## config.mk

```make
export PLATFORM = sky130hd
export DESIGN_NAME = bezier_degree_elevation
export DESIGN_NICKNAME = d
export VERILOG_FILES = /design/src/rtl/bde_pkg.sv /design/src/rtl/bezier_degree_elevation.sv
export SDC_FILE = /design/constraint.sdc
export NUM_CORES = 1
export LEC_CHECK = 0
export ABC_CLOCK_PERIOD_IN_PS = 9500
export BUFFER_PORTS_ARGS = -buffer_cell sky130_fd_sc_hd__buf_2
export CORE_ASPECT_RATIO = 1.25
export CORE_MARGIN = 2
export CORE_UTILIZATION = 30
export CTS_CLUSTER_DIAMETER = 100
export CTS_CLUSTER_SIZE = 14
export DETAILED_ROUTE_END_ITERATION = 6
export GPL_TIMING_DRIVEN = 0
export PLACE_DENSITY = 0.46
export SYNTH_ARGS = -nofsm -noshare
export SYNTH_HDL_FRONTEND = slang
export SYNTH_SLANG_ARGS = --single-unit
export TNS_END_PERCENT = 30
```

## constraint.sdc

```tcl
create_clock -name clock -period 9.5 [get_ports clock]
set_clock_uncertainty 0.2 [all_clocks]
set_input_delay 0.95 -clock clock [delete_from_list [all_inputs] [get_ports clock]]
set_output_delay 0.95 -clock clock [all_outputs]
set_load 0.02 [all_outputs]
```

## src/rtl/bde_pkg.sv

```systemverilog
`timescale 1ns / 1ps
`default_nettype none

package bde_pkg;

   localparam int COORD_W  = 32;
   localparam int CNT_W    = 7;
   localparam int WEIGHT_W = 16;
   localparam int STEP_W   = $clog2(WEIGHT_W);
   // w*(prev-cur) with w < 2**WEIGHT_W and a difference one bit wider than a coordinate
   localparam int ACC_W    = COORD_W + WEIGHT_W + 1;

   typedef struct packed {
      logic signed [COORD_W-1:0] point_x;
      logic signed [COORD_W-1:0] point_y;
      logic signed [COORD_W-1:0] point_z;
   } req_payload_type;

   typedef struct packed {
      logic signed [COORD_W-1:0] out_x;
      logic signed [COORD_W-1:0] out_y;
      logic signed [COORD_W-1:0] out_z;
      logic                      last_point;
   } rsp_payload_type;

   typedef enum logic [1:0] {
      ST_IDLE,
      ST_DIVIDE,
      ST_BLEND,
      ST_PASS
   } state_type;

endpackage

`default_nettype wire

```

## src/rtl/bezier_degree_elevation.sv

```systemverilog
`timescale 1ns / 1ps
`default_nettype none

// Channel   Direction  Handshake            Payload
// req_      in         req_valid/req_stall  req_payload_type: point_x/y/z
// rsp_      out        rsp_valid/rsp_stall  rsp_payload_type: out_x/y/z, last_point
// csr_      in         csr_write_enable     csr_write_data: point_count
//
// First point of a curve and every point when point_count is 1: ST_PASS only.
// Other points: ST_DIVIDE then ST_BLEND, and ST_PASS too for the final point
// (two results). The serial restoring divider makes one weight bit per cycle,
// and each bit is folded into the blend accumulators MSB first as it appears.
// Synchronous active-high reset: point_count returns to 4, curve position to 0.
// A stalled result sits in the output register; the next transaction is still
// taken and waits in the working registers until the output register frees.

module bezier_degree_elevation
   import bde_pkg::*;
#(
   parameter int MAX_POINTS = 64
) (
   input  wire logic            clock,
   input  wire logic            reset,
   input  wire logic            req_valid,
   output      logic            req_stall,
   input  wire req_payload_type req_payload,
   output      logic            rsp_valid,
   input  wire logic            rsp_stall,
   output      rsp_payload_type rsp_payload,
   input  wire logic            csr_write_enable,
   input  wire logic [CNT_W-1:0] csr_write_data
);

   localparam int CNT_MAX = (1 << CNT_W) - 1;
   localparam int CAP     = (MAX_POINTS > CNT_MAX) ? CNT_MAX : MAX_POINTS;
   localparam logic [CNT_W-1:0] CAP_N = CNT_W'(CAP);
   localparam logic [CNT_W-1:0] ONE_N = CNT_W'(1);
   localparam logic [CNT_W-1:0] COUNT_RESET = CNT_W'(4);

   state_type state_ff, state_in;
   logic [CNT_W-1:0] count_ff, count_in;
   logic [CNT_W-1:0] index_ff, index_in;
   logic [CNT_W-1:0] n_ff, n_in;
   logic [CNT_W-1:0] rem_ff, rem_in;
   logic [STEP_W-1:0] step_ff, step_in;
   logic final_ff, final_in;
   logic last_ff, last_in;
   logic signed [COORD_W-1:0] prev_ff [3];
   logic signed [COORD_W-1:0] prev_in [3];
   logic signed [COORD_W-1:0] cur_ff [3];
   logic signed [COORD_W-1:0] cur_in [3];
   logic signed [COORD_W:0]   diff_ff [3];
   logic signed [COORD_W:0]   diff_in [3];
   logic signed [ACC_W-1:0]   acc_ff [3];
   logic signed [ACC_W-1:0]   acc_in [3];
   logic rsp_valid_ff, rsp_valid_in;
   rsp_payload_type rsp_data_ff, rsp_data_in;

   logic signed [COORD_W-1:0] point [3];
   logic [COORD_W-1:0] blended [3];
   logic [CNT_W-1:0] count_nz;
   logic [CNT_W-1:0] n_eff;
   logic [CNT_W-1:0] i_clamp;
   logic [CNT_W:0]   rem2;
   logic [CNT_W:0]   rem_sub;
   logic             qbit;
   logic             accept;
   logic             slot_free;

   assign point[0] = req_payload.point_x;
   assign point[1] = req_payload.point_y;
   assign point[2] = req_payload.point_z;

   assign count_nz = (count_ff == '0) ? ONE_N : count_ff;
   assign n_eff    = (count_nz > CAP_N) ? CAP_N : count_nz;
   assign i_clamp  = (index_ff > n_eff - ONE_N) ? (n_eff - ONE_N) : index_ff;

   // restoring divide step: remainder always stays below n
   assign rem2    = {rem_ff, 1'b0};
   assign rem_sub = rem2 - {1'b0, n_ff};
   assign qbit    = (rem2 >= {1'b0, n_ff});

   // round half up: floor((acc + 2^15) / 2^16) = acc[hi] + acc[15]
   always_comb begin
      for (int k = 0; k < 3; k++) begin
         blended[k] = cur_ff[k] + acc_ff[k][COORD_W+WEIGHT_W-1:WEIGHT_W]
                      + {{(COORD_W-1){1'b0}}, acc_ff[k][WEIGHT_W-1]};
      end
   end

   assign req_stall = (state_ff != ST_IDLE);
   assign accept    = req_valid && (state_ff == ST_IDLE);
   assign slot_free = !rsp_valid_ff || !rsp_stall;

   always_comb begin
      state_in     = state_ff;
      count_in     = count_ff;
      index_in     = index_ff;
      n_in         = n_ff;
      rem_in       = rem_ff;
      step_in      = step_ff;
      final_in     = final_ff;
      last_in      = last_ff;
      prev_in      = prev_ff;
      cur_in       = cur_ff;
      diff_in      = diff_ff;
      acc_in       = acc_ff;
      rsp_valid_in = rsp_valid_ff;
      rsp_data_in  = rsp_data_ff;

      if (csr_write_enable) begin
         count_in = csr_write_data;
      end

      if (rsp_valid_ff && !rsp_stall) begin
         rsp_valid_in = 1'b0;
      end

      unique case (state_ff)
         ST_IDLE: begin
            if (accept) begin
               for (int k = 0; k < 3; k++) begin
                  cur_in[k]  = point[k];
                  prev_in[k] = point[k];
                  diff_in[k] = {prev_ff[k][COORD_W-1], prev_ff[k]}
                               - {point[k][COORD_W-1], point[k]};
                  acc_in[k]  = '0;
               end
               rem_in  = i_clamp;
               n_in    = n_eff;
               step_in = '1;
               if (n_eff == ONE_N) begin
                  last_in  = 1'b1;
                  index_in = '0;
                  state_in = ST_PASS;
               end else if (i_clamp == '0) begin
                  last_in  = 1'b0;
                  index_in = ONE_N;
                  state_in = ST_PASS;
               end else begin
                  final_in = (i_clamp == n_eff - ONE_N);
                  index_in = (i_clamp == n_eff - ONE_N) ? '0 : (i_clamp + ONE_N);
                  state_in = ST_DIVIDE;
               end
            end
         end
         ST_DIVIDE: begin
            rem_in = qbit ? rem_sub[CNT_W-1:0] : rem2[CNT_W-1:0];
            // Horner: weight bits arrive MSB first
            for (int k = 0; k < 3; k++) begin
               acc_in[k] = (acc_ff[k] <<< 1)
                           + (qbit ? {{(ACC_W-COORD_W-1){diff_ff[k][COORD_W]}}, diff_ff[k]}
                                   : {ACC_W{1'b0}});
            end
            step_in = step_ff - STEP_W'(1);
            if (step_ff == '0) begin
               state_in = ST_BLEND;
            end
         end
         ST_BLEND: begin
            if (slot_free) begin
               rsp_valid_in            = 1'b1;
               rsp_data_in.out_x       = blended[0];
               rsp_data_in.out_y       = blended[1];
               rsp_data_in.out_z       = blended[2];
               rsp_data_in.last_point  = 1'b0;
               last_in                 = 1'b1;
               state_in                = final_ff ? ST_PASS : ST_IDLE;
            end
         end
         ST_PASS: begin
            if (slot_free) begin
               rsp_valid_in           = 1'b1;
               rsp_data_in.out_x      = cur_ff[0];
               rsp_data_in.out_y      = cur_ff[1];
               rsp_data_in.out_z      = cur_ff[2];
               rsp_data_in.last_point = last_ff;
               state_in               = ST_IDLE;
            end
         end
         default: begin
            state_in = ST_IDLE;
         end
      endcase
   end

   always_ff @(posedge clock) begin
      if (reset) begin
         state_ff     <= ST_IDLE;
         count_ff     <= COUNT_RESET;
         index_ff     <= '0;
         rsp_valid_ff <= 1'b0;
         for (int k = 0; k < 3; k++) begin
            prev_ff[k] <= '0;
         end
      end else begin
         state_ff     <= state_in;
         count_ff     <= count_in;
         index_ff     <= index_in;
         rsp_valid_ff <= rsp_valid_in;
         prev_ff      <= prev_in;
      end
   end

   always_ff @(posedge clock) begin
      n_ff        <= n_in;
      rem_ff      <= rem_in;
      step_ff     <= step_in;
      final_ff    <= final_in;
      last_ff     <= last_in;
      cur_ff      <= cur_in;
      diff_ff     <= diff_in;
      acc_ff      <= acc_in;
      rsp_data_ff <= rsp_data_in;
   end

   assign rsp_valid   = rsp_valid_ff;
   assign rsp_payload = rsp_data_ff;

endmodule

`default_nettype wire

```

==> reports/metrics.yaml, run 1 <==
critical_path:
  worst_r2r_path_depth: 25
  startpoint_type: "register"
  r2r-end: "acc_ff[92]"
  r2r-start: "n_ff[0]"
  cp-end-kind: "register"
  rrSetupSlack_ns: 1.35
  cp_common_cell: "clkbuf_1"
  path_class: "reg -> reg"
  critPathMaxStageDelay_ns: 0.83
  cp_data_arrival_time_ns: 8.34
  critPathSlowestCell: "clkbuf_1"
  worstPathRequired_ns: 9.69
  path_max_fanout: 10
floorplan:
  core_um2: 123100
  rows: 144
  start_util_pct: 30.15
  ios: 207
  die_area_um2: 126500
  chipWidth_um: 318.6
  die_height_um: 397.2
synth:
  ys_seq_elements: 569
  synth_area_um2: 37110
  syn-instance-count: 3925
  synth-main-ff-cell: "edfxtp_1"
  syn_avg_cell_area_um2: 9.454
  synth_top_area_cell: "edfxtp_1"
  async_flop_share_pct: 0
  synth.net_count: 4389
  synth_top_area_share_pct: 36.90
  netlist_top_cells_count: "456 x edfxtp_1, 427 x a21oi_1, 402 x nand2_1"
  ys_seq_area_share_pct: 43.00
  yosysWarnings: 0
  yosysMostFrequentCell: "edfxtp_1"
  synthTopCellsByArea: "edfxtp_1 37%, ha_1 12%, dfxtp_1 6.1%"
  synth-edff-count: 456
  yosysUniqueCellTypes: 82
routing:
  antenna_left: 0
  routed_wl_mm: 118.5
  drt_pass1_iterations: 5
  drt-vias-per-instance: 5.058
  dr.first_iter.drc_count: 1890
  wl_per_cell_um: 20.29
  drc_errors: 0
  vias: 29550
timing:
  fmax_mhz: 122.7
  fin_crit_sh_pct: 85.78
  slew_viol_final: 0
  timing.hold.ws_ns: 0.2565
  rsz0062_at_grt: "no"
  post-route-min-period_ns: 8.150
  hold_viol: 0
  tightest_slew_ns: 1.383
  setup_viol: 0
  slew_headroom_pct: 7.829
clocking:
  cts-resized-gates: 0
  hold_buffers: 0
  cts_num_sinks: 569
  cts_tree: "done"
  clkLatencyLatePin_ns: 0.67
  cts.path.max_buffers: 3
  post_cts_buffers: 0
  root_buffer: "clkbuf_16"
  cts_buffers: 47
  cts_max_level: 2
  clk_pin_slew_worst_paths_ns: 0.07
cells_and_area:
  final_nets: 4657
  multi_input_area_um2: 19800
  fin_cells: 5842
  fill_cells: 12740
  post-route-cell-area_um2: 41940
  final_util_pct: 34.08
  drive_gt1_share_pct: 7.351
  syn2layout_area_growth_pct: 13.03
  seq_area_um2: 15960
status:
  outcome: "completed"
place:
  dpl_cell_area_um2: 40520
  gp_congestion: 0.8575
  dp.cells: 5750
  port-buffer-count: 204
  dp_hpwl_mm: 92.83
power_and_ir_drop:
  p_leak_uw: 0.01746
  switching_share_pct: 42.93
  switching_power_uw: 5265
  sequentialPowerShare_pct: 31.6
  p_comb_share_pct: 52.2
  clockPowerShare_pct: 16.1
  vdd_ir_drop_max_mv: 0.1345
  p_per_area_nw_per_um2: 292.4
  internal_power_uw: 6998
worst_hold_path:
  min_from: "prev_ff[32]"
  min_to: "prev_ff[32]"
  hold_class: "reg -> reg"
  whs_path_depth: 2
global_route:
  track_usage_pct: 18.45
  grt_antenna_before_repair: 27
  grt_pass1_wl_mm: 177.6
  grt_pass1_vias: 28860
  grt_max_degree: 55
  grt_overflow: 0
job:
  max_cap_viol_count: 0
==> worst max-delay path by stage <==
| stage | start | to | slack (ns) | cells past startpoint |
|---|---|---|---|---|
| 3_5_place_dp | n_ff[0] | acc_ff[92] | 1.27 | 25 |
| 3_3_place_gp | req_valid | acc_ff[96] | -3.83 | 3 |
| 4_1_cts | n_ff[0] | acc_ff[92] | 1.21 | 25 |
| 2_1_floorplan | req_valid | acc_ff[0] | 1.20 | 2 |
| 6_report | n_ff[0] | acc_ff[92] | 1.35 | 25 |
| 5_1_grt | n_ff[0] | acc_ff[92] | 0.83 | 25 |
==> power by group through the flow <==
| stage | registers [uW] | clock network (uW) | logic [uW] |
|---|---|---|---|
| floorplan | 3990 | 0 | 4530 |
| global placement | 4090 | 0 | 6320 |
| detailed placement | 3940 | 0 | 6390 |
| CTS | 3890 | 2060 | 6440 |
| global route | 3940 | 2130 | 7160 |
| finish | 3880 | 1980 | 6410 |
==> routing by layer <==
metal  global-route usage [%]  wire, um  vias to the layer above
met5                        0       160                        -
met4                    5.628      3541                       26
met3                    2.856      5217                      163
met2                    32.31     57620                      567
met1                    23.30     51970                    14160
li1                         -         -                    14640
==> sequential cells by signal, summed over array words and instances (netlist names) <==
signal       cells
rsp_payload     97
diff_ff         99
n_ff             7
rsp_valid        1
index_ff         7
count_ff         7
state_ff         2
cur_ff          96
acc_ff         144
rem_ff           7
prev_ff         96
last_ff          1
final_ff         1
step_ff          4
==> critical path, delay by kind of cell, from the launching register on <==
kind | cells | cell delay [ns]
buf+inv | 4 | 2.05
compound gates | 11 | 3.14
xor+xnor | 1 | 0.12
simple gates | 6 | 0.91
fa+ha+maj | 3 | 1.00
flops | 1 | 0.45
==> final cells by class <==
type,instances,area share (%)
timing repair buffer,219,3.294
sequential,569,38.04
clock inverter,7,0.2506
antenna,5,0.02983
tap,1606,4.791
clock buffer,80,3.100
multi-input combinational,2992,47.22
buffer,109,0.9934
inverter,255,2.282
==> cells by family (layout without fill, tap and decap cells) <==
logic type	Yosys count	after routing	share of synthesized area, %
simple gates	1247	1247	15.58
compound gates	1088	1088	18.30
flops	569	569	43.00
buf+inv	364	670	3.685
fa+ha+maj	356	356	12.27
xor+xnor	284	284	6.703
mux	17	17	0.4653
other cells	0	5	0
==> placed cells by master, fill, tap and decap left out, drive strengths merged, types with 12 or more instances in the layout <==
cell	count
edfxtp	456
a21oi	427
nand2	402
nor2	361
ha	343
inv	254
buf	233
o21ai	193
xnor2	178
clkbuf	175
a21o	144
and2	114
dfxtp	113
xor2	106
nand3	72
nor3	66
o21a	59
nor2b	56
o21bai	50
nand2b	36
nand4	35
and3	34
a211oi	34
o31ai	31
a31oi	21
or3	21
mux2i	15
fa	13
o211ai	13
nor4	12
a21boi	12
==> metrics by stage <==
step           worst slack (ns)  setup TNS [ns]  total power (uW)
3_3_place_gp             -3.835        -1345.37             10410
5_1_grt                  0.8350               0             13230
4_1_cts                   1.208               0             12400
2_1_floorplan             1.205               0              8517
3_5_place_dp              1.269               0             10340
6_report                  1.350               0             12260
Note: power is estimated with default switching activity, not from simulation.
==> run 2, diff against run 1 <==
Settings changed: CORE_ASPECT_RATIO 1.25 to 1.4.
==> reports/metrics.yaml, run 2 (synthesis gave the netlist of run 1 again) <==
clocking:
  cts-resized-gates: 0  # unchanged
  root_buffer: "clkbuf_16"  # unchanged
  cts_tree: "done"  # unchanged
  post_cts_buffers: 0  # unchanged
  cts_num_sinks: 569  # unchanged
  cts.path.max_buffers: 3  # unchanged
  hold_buffers: 0  # unchanged
  cts_max_level: 2  # unchanged
  clkLatencyLatePin_ns: 0.63  # was 0.67 ns
  cts_buffers: 47  # unchanged
  clk_pin_slew_worst_paths_ns: 0.08  # was 0.07 ns
timing:
  rsz0062_at_grt: "no"  # unchanged
  slew_viol_final: 0  # unchanged
  post-route-min-period_ns: 8.049  # was 8.150 ns
  fmax_mhz: 124.2  # was 122.7 MHz
  fin_crit_sh_pct: 84.73  # was 85.78%
  hold_viol: 0  # unchanged
  setup_viol: 0  # unchanged
  tightest_slew_ns: 1.441  # was 1.383 ns
  slew_headroom_pct: 3.930  # was 7.829%
  finalSetupTns_ns: 0  # unchanged
routing:
  wl_per_cell_um: 20.29  # about the same
  drt_pass1_iterations: 5  # unchanged
  dr.first_iter.drc_count: 1734  # was 1890
  drc_errors: 0  # unchanged
  wl_met1_mm: 50.88  # was 51.97 mm
  wl_met3_mm: 5.849  # was 5.217 mm
  topRoutingLayerUsed: "met5"  # unchanged
  met2_wirelength_mm: 59.04  # was 57.62 mm
  vias: 29380  # was 29.55k
  routed_wl_mm: 118.8  # was 118.5 mm
  drt-vias-per-instance: 5.017  # was 5.058
  antenna_left: 0  # unchanged
cells_and_area:
  mostFrequentLayoutCells: "456 x edfxtp_1, 426 x a21oi_1, 402 x nand2_1"  # unchanged
  multi_input_area_um2: 19800  # unchanged
  syn2layout_area_growth_pct: 12.96  # was 13.03%
  final_common_cell: "edfxtp_1"  # unchanged
  fill_cells: 12670  # was 12.74k
  largest_reg_flops: 144  # unchanged
  drive_gt1_share_pct: 7.378  # was 7.351%
  final_nets: 4656  # was 4657
  final_util_pct: 34.17  # was 34.08%
  seq_area_um2: 15960  # unchanged
  top_register: "acc_ff"  # unchanged
power_and_ir_drop:
  p_leak_uw: 0.01745  # was 0.01746 uW
  finalPower_uw: 12280  # was 12260 uW
  p_per_area_nw_per_um2: 292.9  # was 292.4 nW/um^2
  vdd_ir_drop_max_mv: 0.1468  # was 0.1345 mV
critical_path:
  path_delay_family: "compound AO/OA/AOI/OAI gates"  # unchanged
  startpoint_type: "register"  # unchanged
  path_class: "reg -> reg"  # unchanged
  critPathMaxStageDelay_ns: 0.70  # was 0.83 ns
  cp-end-kind: "register"  # unchanged
  critPathBufInv: 4  # unchanged
  critPathSlowestCell: "clkbuf_1"  # unchanged
  path_max_fanout: 11  # was 10
  cp_data_arrival_time_ns: 8.22  # was 8.34 ns
  worstPathRequired_ns: 9.67  # was 9.69 ns
global_route:
  grt_pass1_wl_mm: 177.8  # was 177.6 mm
  grt_overflow: 0  # unchanged
  grt_max_degree: 51  # was 55
  grt_antenna_before_repair: 18  # was 27
  track_usage_pct: 18.52  # was 18.45%
  grt_pass1_vias: 29240  # was 28.86k
floorplan:
  rows: 152  # was 144
  die_height_um: 420.1  # was 397.2 um
  die_area_um2: 126600  # was 126500 um^2
  ios: 207  # unchanged
  core_um2: 122700  # was 123100 um^2
  chipWidth_um: 301.2  # was 318.6 um
  start_util_pct: 30.25  # was 30.15%
place:
  dp_hpwl_mm: 92.46  # was 92.83 mm
  gp_congestion: 0.8631  # was 0.8575
  port-buffer-count: 204  # unchanged
worst_hold_path:
  hold_class: "reg -> reg"  # unchanged
status:
  outcome: "completed"  # unchanged
job:
  max_cap_viol_count: 0  # unchanged
run 2: cell count changes in the layout (fill, tap and decap cells not counted), moves of 2 or more:
cell / before / now
diode_2: 5 / 9
clkbuf_2: 2 / 4
clkbuf_1: 125 / 123
buf_16: 8 / 6
run 2: area by class of cell:
type / instances / share of cell area (%)
flip-flops and latches: 569 / 38.07
diodes: 9 / 0.05373
inverters: 255 / 2.284
plain buffers: 109 / 1.003
well taps: 1617 / 4.827
multi-input cells: 2992 / 47.24
repair buffers: 218 / 3.212
clock inverters: 4 / 0.1164
clock buffers: 82 / 3.194
run 2: through the flow:
step	area [um^2]	hold slack [ns]	instances	worst slack, ns
after floorplan	37110	0.2363	3925	1.205
after global placement	40150	0.2424	5746	-3.769
after detailed placement	40510	0.2482	5760	1.398
after CTS	41890	0.2598	5846	1.382
after global routing	41900	0.2772	5847	0.8760
final	41920	0.2594	5855	1.451
run 2: tightest hold or removal path, stage by stage, from the launching register on:
cell     delay, ns
dfxtp_1       0.31
nand2_1       0.05
a21oi_1       0.05
run 2: power breakdown:
part | switching, uW | internal (uW) | total, uW
logic | 3930 | 2480 | 6410
registers | 349 | 3550 | 3900
clock network | 1010 | 961 | 1970
run 2: path summary, 6_finish.rpt:
kind               start          end  slack (ns)  cells past startpoint
max              n_ff[0]   acc_ff[96]        1.45                     25
min          prev_ff[52]  prev_ff[52]        0.26                      2
max reg2reg      n_ff[0]   acc_ff[96]        1.45                     25
min reg2reg  prev_ff[52]  prev_ff[52]        0.26                      2
run 2: layer usage:
layer | up-vias | GRT usage [%]
li1 | 14650 | -
met1 | 14030 | 23.19
met2 | 571 | 33.27
met3 | 123 | 2.337
met4 | 10 | 4.840
met5 | - | 0
==> run 3, diff against run 2 <==
Settings changed: ABC_AREA set to 1, ABC_CLOCK_PERIOD_IN_PS 9500 to 6950, PLACE_DENSITY 0.46 to 0.47.
Clock period 9.5 ns to 6.95 ns, I/O delays scaled along.
==> reports/metrics.yaml, run 3 <==
status:
  outcome: "completed"  # unchanged
routing:
  drc_errors: 0  # unchanged
  drt_pass1_iterations: 6  # was 5
  routed_wl_mm: 153.6  # was 118.8 mm
  antenna_left: 0  # unchanged
  wl_per_cell_um: 21.23  # was 20.29 um
  drt-vias-per-instance: 5.013  # was 5.017
  dr.first_iter.drc_count: 2509  # was 1734
  vias: 36270  # was 29.38k
clocking:
  cts_num_sinks: 569  # unchanged
  cts_max_level: 2  # unchanged
  post_cts_buffers: 0  # unchanged
  cts-resized-gates: 0  # unchanged
  cts_tree: "done"  # unchanged
  cts_buffers: 48  # was 47
  root_buffer: "clkbuf_16"  # unchanged
  clk_pin_slew_worst_paths_ns: 0.08  # about the same
  cts.path.max_buffers: 3  # unchanged
  clkLatencyLatePin_ns: 0.67  # was 0.63 ns
  hold_buffers: 13  # was 0
floorplan:
  ios: 207  # unchanged
  die_area_um2: 137800  # was 126600 um^2
  core_um2: 133900  # was 122700 um^2
  rows: 159  # was 152
  die_height_um: 438.4  # was 420.1 um
  chipWidth_um: 314.3  # was 301.2 um
  start_util_pct: 30.20  # was 30.25%
timing:
  slew_viol_final: 0  # unchanged
  slew_headroom_pct: 2.129  # was 3.930%
  timing.hold.ws_ns: 0.04990  # was 0.2594 ns
  fmax_mhz: 174.5  # was 124.2 MHz
  fin_crit_sh_pct: 82.47  # was 84.73%
  hold_viol: 0  # unchanged
  tightest_slew_ns: 1.468  # was 1.441 ns
  setup_viol: 0  # unchanged
  post-route-min-period_ns: 5.732  # was 8.049 ns
  rsz0062_at_grt: "no"  # unchanged
cells_and_area:
  largest_reg_flops: 144  # unchanged
  final_common_cell: "nand2_1"  # was edfxtp_1
  final_util_pct: 33.95  # was 34.17%
  final_nets: 5889  # was 4656
  drive_gt1_share_pct: 7.029  # was 7.378%
  fin_cells: 7235  # was 5855
  post-route-cell-area_um2: 45450  # was 41920 um^2
  mostFrequentLayoutCells: "1047 x nand2_1, 678 x inv_1, 611 x a21oi_1"  # was 456 x edfxtp_1, 426 x a21oi_1, 402 x nand2_1
  syn2layout_area_growth_pct: 12.40  # was 12.96%
  top_register: "acc_ff"  # unchanged
synth:
  synth-main-ff-cell: "edfxtp_1"  # unchanged
  ys_seq_area_share_pct: 39.46  # was 43.00%
  synth_top_area_cell: "edfxtp_1"  # unchanged
  yosysUniqueCellTypes: 66  # was 82
  synth_top_area_share_pct: 33.86  # was 36.90%
  synth.net_count: 5612  # was 4389
  async_flop_share_pct: 0  # unchanged
  ys_seq_elements: 569  # unchanged
  syn_avg_cell_area_um2: 7.855  # was 9.454 um^2
  netlist_top_cells_count: "1048 x nand2_1, 678 x inv_1, 612 x a21oi_1"  # was 456 x edfxtp_1, 427 x a21oi_1, 402 x nand2_1
  synth-edff-count: 456  # unchanged
  yosysWarnings: 0  # unchanged
  yosysMostFrequentCell: "nand2_1"  # was edfxtp_1
  syn-instance-count: 5148  # was 3925
  synthTopCellsByArea: "edfxtp_1 34%, ha_1 11%, nand2_1 9.7%"  # was edfxtp_1 37%, ha_1 12%, dfxtp_1 6.1%
  synth_area_um2: 40440  # was 37110 um^2
critical_path:
  critPathMaxStageDelay_ns: 0.49  # was 0.70 ns
  path_class: "reg -> reg"  # unchanged
  cp_data_arrival_time_ns: 5.96  # was 8.22 ns
  r2r-start: "n_ff[0]"  # unchanged
  worstPathRequired_ns: 7.18  # was 9.67 ns
  path_cells: "fa_1 -> o21ai_1 -> a21oi_1 -> o21bai_1 -> nand2_1 -> nand2_2 -> buf_2 -> buf_2 -> nand2_1 -> inv_1 -> ha_1 -> inv_1 -> fa_1 -> inv_1 -> nand3_1 -> nand2_1 -> a21oi_1 -> o21ai_2 -> a21oi_1 -> o21bai_1 -> nand2_1 -> a21oi_1 -> nor2_1"
  path_max_fanout: 10  # was 11
  critPathSlowestCell: "fa_1"  # was clkbuf_1
  startpoint_type: "register"  # unchanged
  startpoint: "n_ff[0]"  # unchanged
  cp-end-kind: "register"  # unchanged
power_and_ir_drop:
  vdd_ir_drop_max_mv: 0.2312  # was 0.1468 mV
  p_leak_uw: 0.02007  # was 0.01745 uW
  p_per_area_nw_per_um2: 534.9  # was 292.9 nW/um^2
global_route:
  busiest_layer: "met2"  # unchanged
  use_met2_pct: 41.12  # was 33.27%
  grt_max_degree: 89  # was 51
  track_usage_pct: 21.78  # was 18.52%
  grt_overflow: 0  # unchanged
  grt_pass1_vias: 36220  # was 29.24k
  grt_antenna_before_repair: 10  # was 18
  grt_pass1_wl_mm: 224.4  # was 177.8 mm
  grt.met1_usage_pct: 23.87  # was 23.19%
  grtUsageMet3_pct: 2.003  # was 2.337%
place:
  port-buffer-count: 206  # was 204
  dp.cells: 7133  # was 5760
  dpl_cell_area_um2: 43900  # was 40510 um^2
  dp_hpwl_mm: 125.4  # was 92.46 mm
  gp_congestion: 0.9336  # was 0.8631
worst_hold_path:
  hold_class: "in -> reg"  # was reg -> reg
  min_from: "req_payload[84]"  # was prev_ff[52]
job:
  max_cap_viol_count: 0  # unchanged
==> run 3: cell types whose count changed after synthesis, moves of 91 or more <==
cell,previous run,this run
a21o_1,143,52
nor2_1,361,481
nand2_1,402,1048
and2_1,114,2
a21oi_1,427,612
inv_1,252,678
xnor2_1,178,58
o21ai_0,184,446
nand3_1,72,201
==> run 3: final timing paths <==
check                           slack [ns]          end  cells after the start
worst max-delay path                  1.22   acc_ff[78]                     23
worst min-delay path                  0.05   cur_ff[84]                      1
worst max register to register        1.22   acc_ff[78]                     23
worst min register to register        0.26  prev_ff[64]                      2
==> run 3: cell type report <==
cell class / count / area [um^2]
Fill cell: 14260 / 88440
Multi-Input combinational cell: 3808 / 21560
Sequential cell: 569 / 15960
Inverter: 685 / 2576
Tap cell: 1771 / 2216
Clock buffer: 84 / 1379
Timing Repair Buffer: 227 / 1344
Buffer: 86 / 379.1
Clock inverter: 4 / 33.78
Antenna cell: 1 / 2.502
==> run 3: power by group <==
part           leakage [uW]  internal [uW]  switching (uW)
registers           0.00533           5650             800
logic                0.0141           4660           10500
clock network      0.000670           1350            1400
total                0.0201          11700           12700
==> run 3: per-stage QoR <==
| step | setup TNS, ns | worst slack (ns) | total power (uW) |
|---|---|---|---|
| CTS | 0 | 1.166 | 24430 |
| detailed placement | 0 | 1.157 | 21540 |
| finish | 0 | 1.218 | 24310 |
| global route | 0 | 0.8410 | 26300 |
| global placement | -601.65 | -3.156 | 21650 |
| floorplan | 0 | 0.7655 | 16510 |
==> run 3: cell families (layout without fill, tap and decap cells) <==
logic type / Yosys count / in the layout / share of synthesized area (%)
AO/OA/AOI/OAI: 1375 / 1375 / 18.93
XOR/XNOR: 149 / 149 / 3.264
adder cells (fa/ha/maj): 356 / 356 / 11.26
buffers and inverters: 771 / 1086 / 7.262
flip-flops: 569 / 569 / 39.46
other: 0 / 1 / 0
AND/OR/NAND/NOR: 1928 / 1928 / 19.82
==> run 3: worst max-delay path: cells and delay by family, from the launching register on <==
kind	cells	cell delay [ns]
AO/OA/AOI/OAI	8	1.60
buffers and inverters	5	1.06
adder cells (fa/ha/maj)	3	1.13
flip-flops	1	0.42
AND/OR/NAND/NOR	7	1.10
==> run 3: routing by layer <==
metal | part of all wire (%) | routed length (um) | vias up
met4 | 5.6 | 8600 | 4
li1 | - | - | 18190
met1 | 39 | 59600 | 17100
met2 | 52 | 80620 | 727
met5 | 0.014 | 22 | -
met3 | 3.1 | 4727 | 249
